==> src/design/rlb_pkg.sv <==
package rlb_pkg;

    localparam int unsigned CHAN_W = 8;
    localparam logic [16:0] ROUND_U = 17'h00080;
    localparam logic signed [17:0] ROUND_S = 18'sh00080;

    typedef struct packed {
        logic [CHAN_W-1:0] mix;
        logic [CHAN_W-1:0] src;
        logic [CHAN_W-1:0] dst;
    } t_lane_out;

endpackage

==> src/design/rlb_lane.sv <==
module rlb_lane (
    input  logic              i_clk,
    input  logic [7:0]        i_src,
    input  logic [7:0]        i_dst,
    input  logic [7:0]        i_opacity,
    input  logic              i_mult,
    output rlb_pkg::t_lane_out o_lane
);
    import rlb_pkg::*;

    logic [16:0]        r_t1;
    logic [7:0]         r_s1, r_d1, r_op1;
    logic               r_m1;
    logic [8:0]         r_diff2;
    logic [7:0]         r_s2, r_d2, r_op2;
    logic signed [17:0] r_t3;
    logic [7:0]         r_s3, r_d3;
    t_lane_out          r_out;

    logic [16:0]        n_u1;
    logic [7:0]         n_s2;
    logic signed [17:0] n_t3;
    logic signed [17:0] n_u3;

    // rounded product finish, unsigned source multiply
    assign n_u1 = {8'd0, r_t1[16:8]} + r_t1;
    assign n_s2 = r_m1 ? n_u1[15:8] : r_s1;

    assign n_t3 = $signed(r_diff2) * $signed({1'b0, r_op2}) + ROUND_S;
    // rounded product finish, signed difference
    assign n_u3 = (r_t3 >>> 8) + r_t3;

    always_ff @(posedge i_clk) begin
        r_t1    <= 17'({8'd0, i_dst} * {8'd0, i_src}) + ROUND_U;
        r_s1    <= i_src;
        r_d1    <= i_dst;
        r_op1   <= i_opacity;
        r_m1    <= i_mult;

        r_s2    <= n_s2;
        r_d2    <= r_d1;
        r_op2   <= r_op1;
        r_diff2 <= {1'b0, n_s2} - {1'b0, r_d1};

        r_t3    <= n_t3;
        r_s3    <= r_s2;
        r_d3    <= r_d2;

        r_out.mix <= r_d3 + n_u3[15:8];
        r_out.src <= r_s3;
        r_out.dst <= r_d3;
    end

    assign o_lane = r_out;

endmodule

==> src/design/rgba_layer_blend_core.sv <==
// an accepted start passes through r_vld[0] to r_vld[3] and r_ov to the o_valid strobe
// throughput: one word per cycle; busy is never raised
// the receiver cannot stall; each result is held for exactly one cycle
// each channel lane holds two multiply stages
// synchronous active-low reset clears the valid pipeline only
module rgba_layer_blend_core (
    input  logic       i_clk,
    input  logic       i_rst_n,
    input  logic       start,
    output logic       busy,
    input  logic [7:0] i_src_red,
    input  logic [7:0] i_src_green,
    input  logic [7:0] i_src_blue,
    input  logic [7:0] i_src_alpha,
    input  logic [7:0] i_dst_red,
    input  logic [7:0] i_dst_green,
    input  logic [7:0] i_dst_blue,
    input  logic [7:0] i_dst_alpha,
    input  logic [7:0] i_opacity,
    input  logic       i_blend_mode,
    output logic       o_valid,
    output logic [7:0] o_out_red,
    output logic [7:0] o_out_green,
    output logic [7:0] o_out_blue,
    output logic [7:0] o_out_alpha
);
    import rlb_pkg::*;

    t_lane_out  w_red, w_green, w_blue, w_alpha;
    logic [3:0] r_vld;
    logic       r_ov;
    logic [7:0] r_red, r_green, r_blue, r_alpha;
    logic [7:0] n_red, n_green, n_blue;
    logic       n_zero;

    assign busy = 1'b0;

    rlb_lane u_red (
        .i_clk(i_clk), .i_src(i_src_red), .i_dst(i_dst_red),
        .i_opacity(i_opacity), .i_mult(i_blend_mode), .o_lane(w_red)
    );
    rlb_lane u_green (
        .i_clk(i_clk), .i_src(i_src_green), .i_dst(i_dst_green),
        .i_opacity(i_opacity), .i_mult(i_blend_mode), .o_lane(w_green)
    );
    rlb_lane u_blue (
        .i_clk(i_clk), .i_src(i_src_blue), .i_dst(i_dst_blue),
        .i_opacity(i_opacity), .i_mult(i_blend_mode), .o_lane(w_blue)
    );
    rlb_lane u_alpha (
        .i_clk(i_clk), .i_src(i_src_alpha), .i_dst(i_dst_alpha),
        .i_opacity(i_opacity), .i_mult(1'b0), .o_lane(w_alpha)
    );

    // empty destination, then empty source, then mixed
    always_comb begin
        if (w_alpha.dst == 8'd0) begin
            n_red   = w_red.src;
            n_green = w_green.src;
            n_blue  = w_blue.src;
        end else if (w_alpha.src == 8'd0) begin
            n_red   = w_red.dst;
            n_green = w_green.dst;
            n_blue  = w_blue.dst;
        end else begin
            n_red   = w_red.mix;
            n_green = w_green.mix;
            n_blue  = w_blue.mix;
        end
    end

    assign n_zero = (w_alpha.mix == 8'd0);

    always_ff @(posedge i_clk) begin
        if (!i_rst_n) begin
            r_vld <= '0;
            r_ov  <= 1'b0;
        end else begin
            r_vld <= {r_vld[2:0], start & ~busy};
            r_ov  <= r_vld[3];
        end
        r_red   <= n_zero ? 8'd0 : n_red;
        r_green <= n_zero ? 8'd0 : n_green;
        r_blue  <= n_zero ? 8'd0 : n_blue;
        r_alpha <= w_alpha.mix;
    end

    assign o_valid     = r_ov;
    assign o_out_red   = r_red;
    assign o_out_green = r_green;
    assign o_out_blue  = r_blue;
    assign o_out_alpha = r_alpha;

    a_zero_alpha: assert property (@(posedge i_clk)
        (o_valid && o_out_alpha == 8'd0) |->
        (o_out_red == 8'd0 && o_out_green == 8'd0 && o_out_blue == 8'd0))
        else $error("zero alpha word with nonzero color");

    a_vld_move: assert property (@(posedge i_clk) disable iff (!i_rst_n)
        r_vld[0] |=> r_vld[1])
        else $error("valid lost in pipeline");

    a_out_strobe: assert property (@(posedge i_clk) disable iff (!i_rst_n)
        r_vld[3] |=> o_valid)
        else $error("result strobe missing");

    a_no_spurious: assert property (@(posedge i_clk) disable iff (!i_rst_n)
        !r_vld[3] |=> !o_valid)
        else $error("result strobe without word");

endmodule

==> config.mk <==
export PLATFORM = sky130hd
export DESIGN_NAME = rgba_layer_blend_core
export DESIGN_NICKNAME = d
export VERILOG_FILES = /design/src/design/rlb_pkg.sv /design/src/design/rlb_lane.sv /design/src/design/rgba_layer_blend_core.sv
export SDC_FILE = /design/constraint.sdc
export NUM_CORES = 2
export LEC_CHECK = 0
export CAP_MARGIN = 5
export CELL_PAD_IN_SITES_DETAIL_PLACEMENT = 1
export CELL_PAD_IN_SITES_GLOBAL_PLACEMENT = 1
export CORE_AREA = 2 2 257 259
export DETAILED_ROUTE_END_ITERATION = 8
export DIE_AREA = 0 0 259 261
export DONT_BUFFER_PORTS = 1
export GPL_ROUTABILITY_DRIVEN = 0
export GPL_TIMING_DRIVEN = 0
export MAX_ROUTING_LAYER = met4
export PLACE_DENSITY = 0.79
export SYNTH_ARGS = -nofsm -noshare
export SYNTH_HDL_FRONTEND = slang
export SYNTH_SLANG_ARGS = --single-unit
==> constraint.sdc <==
create_clock -name i_clk -period 6.9 [get_ports i_clk]
set_input_delay 1.035 -clock i_clk [delete_from_list [all_inputs] [get_ports i_clk]]
set_output_delay 1.035 -clock i_clk [all_outputs]
set_load 0.01 [all_outputs]
==> flow_summary.json <==
{
  "dp_cells": 4157,
  "tightest_slew_ns": 1.17,
  "io_pins": 110,
  "rows": 94,
  "fin_worst_skew_ns": 0.0331,
  "cts_buffers": 53,
  "status": "complete, no violations",
  "min_to": "u_green.r_d3[1]",
  "fin_util": 0.560,
  "grt_first_pass_wirelength_um": 137000,
  "synth_edf_count": 0,
  "first_pass_iters": 5,
  "gr-max-usage-layer": "met2",
  "finalWorstSetupSlack_ns": 0.491,
  "crit_arrival_ns": 6.89,
  "post-synth-top-area-cell": "dfxtp_1",
  "min-delay-start": "u_green.r_d2[1]",
  "yosysSeqAreaShare": 0.300,
  "ant_nets": 0,
  "fin_crit_ns": 6.41,
  "cp_common_cell": "fa_1",
  "clock-root-buffer": "clkbuf_16",
  "synth_area_leaders": "dfxtp_1, fa_1, ha_1",
  "finalSetupViolCount": 0,
  "cap_violations": 0,
  "cts_max_path_buffers": 3,
  "max_freq_mhz": 156,
  "antenna_found_initial": 6,
  "grtUsageMet1": 0.297,
  "drt-total-wl_um": 83400,
  "setup_tns_ns": 0,
  "grt_max_degree": 16,
  "vias_per_cell": 5.27,
  "critical-path-slowest-cell": "clkbuf_1",
  "ys_ff_latch": 501,
  "fillers": 7126,
  "setup.worst_path.start_class": "register",
  "drcViolationCount": 0,
  "drv_slew": 0,
  "h-tree-depth": 2,
  "area_delta_synth_final_pct": 9.03,
  "async_flop_share": 0,
  "grt_use_met2": 0.493,
  "worst_setup_path_end_kind": "register",
  "cts.clk_slew.worst_paths_ns": 0.07,
  "cts_resized": 0,
  "holdPathStages": 0,
  "nets": 4240,
  "grtUsageMet3": 0.0297,
  "timing.rr.start": "u_alpha.r_op2[1]",
  "grtUsageTotal": 0.265,
  "ys.flop_type": "dfxtp_1",
  "core_area_mm2": 0.0650,
  "cts.sinks": 501,
  "io_buffers": 0,
  "ys_types": 58,
  "hold_class": "reg2reg",
  "insertion_delay_ns": 0.62,
  "preCtsSetupSlack_ns": 0.608,
  "relSlewSlack": 0.215,
  "layout-drive-gt1-share": 0.0348,
  "crit_type": "reg2reg",
  "place_hpwl_um": 66000,
  "vias": 22400,
  "grt-ovfl-total": 0,
  "cts_tree": "built",
  "final_cell_count_no_fill": 4257,
  "reg2reg_to": "u_red.r_t3[17]",
  "post-route-period-util": 0.929,
  "drtIter0Drc": 694,
  "initial_core_util": 0.513,
  "hold_viol": 0,
  "postCtsSetupRepairBufs": 0,
  "ys_warn_count": 0,
  "worst_r2r_path_depth": 20,
  "synthesis.area_mm2": 0.0334,
  "synth_cells": 3293,
  "cts_hold_buf": 0,
  "grt_pass1_vias": 26500,
  "worstPathCellList": "clkbuf_1 -> clkbuf_1 -> nand2_1 -> fa_1 -> inv_1 -> fa_1 -> inv_1 -> fa_1 -> inv_1 -> fa_1 -> fa_1 -> ha_1 -> a21o_1 -> a21oi_1 -> nor2b_1 -> nor2_1 -> o21ai_0 -> a211oi_1 -> a21oi_1 -> xnor2_1",
  "crit_path_max_incr_delay_ns": 0.67,
  "timing.reg2reg.setup_slack_ns": 0.49,
  "path_max_fanout": 10,
  "wl_per_cell_um": 19.6,
  "chipWidth_um": 259,
  "die_h_um": 261,
  "cp_data_required_time_ns": 7.38,
  "rsz0062_at_grt": "false",
  "synth_nets": 4185,
  "avgSynthCellArea_um2": 10.1,
  "die_area_mm2": 0.0676,
  "synthDominantCellAreaShare": 0.300
}
## placed cells by master (no fill, tap or decap), drive strengths merged, types with 10 or more instances in the layout
cell    synthesis  routed
dfxtp         501     501
nor3           18      18
and2          257     257
xnor2         149     149
ha            453     453
nor2          107     107
nand2         294     294
nand3          24      24
o21bai         24      24
a21o           42      42
inv           577     582
nand2b         13      13
a211oi         29      29
a21oi         133     133
o21ai          48      48
o21a           17      17
mux2i          25      25
xor2           51      51
bufinv          0      10
nor2b          34      34
clkinv          0      12
a31o           10      10
clkbuf         43     109
fa            363     363
## cell usage after synthesis (all sizes together), types with 7 or more instances
library cell / instances
inv: 577
a31o: 10
and2: 257
a21oi: 133
nor2b: 34
o21a: 17
dfxtp: 501
nand2b: 13
xor2: 51
a21boi: 7
a21o: 42
nor2: 107
nand3: 24
mux2i: 25
o21ai: 48
ha: 453
o21bai: 24
nand2: 294
or3: 7
nor3: 18
fa: 363
xnor2: 149
a41oi: 7
clkbuf: 43
a211oi: 29
## worst max path at each step
stage,from,end,slack [ns],cells after the start
global route,u_alpha.r_op2[1],u_red.r_t3[17],0.16,20
floorplan,u_alpha.r_op2[1],u_alpha.r_t3[17],1.54,20
CTS,u_alpha.r_op2[1],u_red.r_t3[17],0.50,20
global placement,u_alpha.r_op2[1],u_red.r_t3[17],0.71,20
finish,u_alpha.r_op2[1],u_red.r_t3[17],0.49,20
detailed placement,u_alpha.r_op2[1],u_red.r_t3[17],0.61,20
## sequential cells by signal, summed over array words and instances, names as in the netlist, 9 cells and up
register and flops:
u_green.r_diff2 9, u_blue.r_t3 18, u_alpha.o_lane 24, u_green.r_t3 18, u_blue.o_lane 24, u_green.o_lane 24, u_green.r_t1 17, u_blue.r_t1 17
u_blue.r_diff2 9, u_alpha.r_diff2 9, u_red.r_diff2 9, u_red.r_t3 18, u_alpha.r_t3 18, u_red.o_lane 24, u_red.r_t1 17
## metrics by stage
stage | hold WS (ns) | instance area [um2]
floorplan | 0.310 | 33400
finish | 0.315 | 36400
detailed placement | 0.313 | 34500
global route | 0.326 | 36400
global placement | 0.310 | 34500
CTS | 0.319 | 36400
## critical path, delay by kind of cell (launching register included)
kind / cells / cell delay [ns]
xor+xnor: 1 / 0.15
simple gates: 3 / 0.37
fa+ha+maj: 6 / 2.87
flops: 1 / 0.31
buf+inv: 5 / 1.38
compound gates: 5 / 1.19
## logic make-up after synthesis
logic type | Yosys count | synth area share
DFF | 501 | 0.300
other | 1 | 0.000112
AOI/OAI and AO/OA | 345 | 0.0662
muxes | 30 | 0.00918
and+or+nand+nor | 777 | 0.114
buffers and inverters | 623 | 0.0701
adders and majority gates | 816 | 0.387
xor gates and xnor gates | 200 | 0.0525
## cell type report
| class | count | area [um2] | share of cell area |
|---|---|---|---|
| multi-input cells | 2169 | 21000 | 0.577 |
| flip-flops and latches | 501 | 10000 | 0.275 |
| inverters | 577 | 2170 | 0.0595 |
| clock buffers | 66 | 1450 | 0.0397 |
| well taps | 864 | 1080 | 0.0297 |
| clock inverters | 32 | 484 | 0.0133 |
| plain buffers | 46 | 176 | 0.00485 |
| diodes | 2 | 5.00 | 0.000137 |
## routing by layer
layer | vias up | wire length (um)
li1 | 10500 | -
met1 | 11500 | 34200
met2 | 363 | 44600
met3 | 157 | 2290
met4 | 0 | 2270
met5 | - | 0
Power is left out: the tool's default activity adds up to more than one toggle a clock period on the data nets, which glitch-free logic cannot reach.
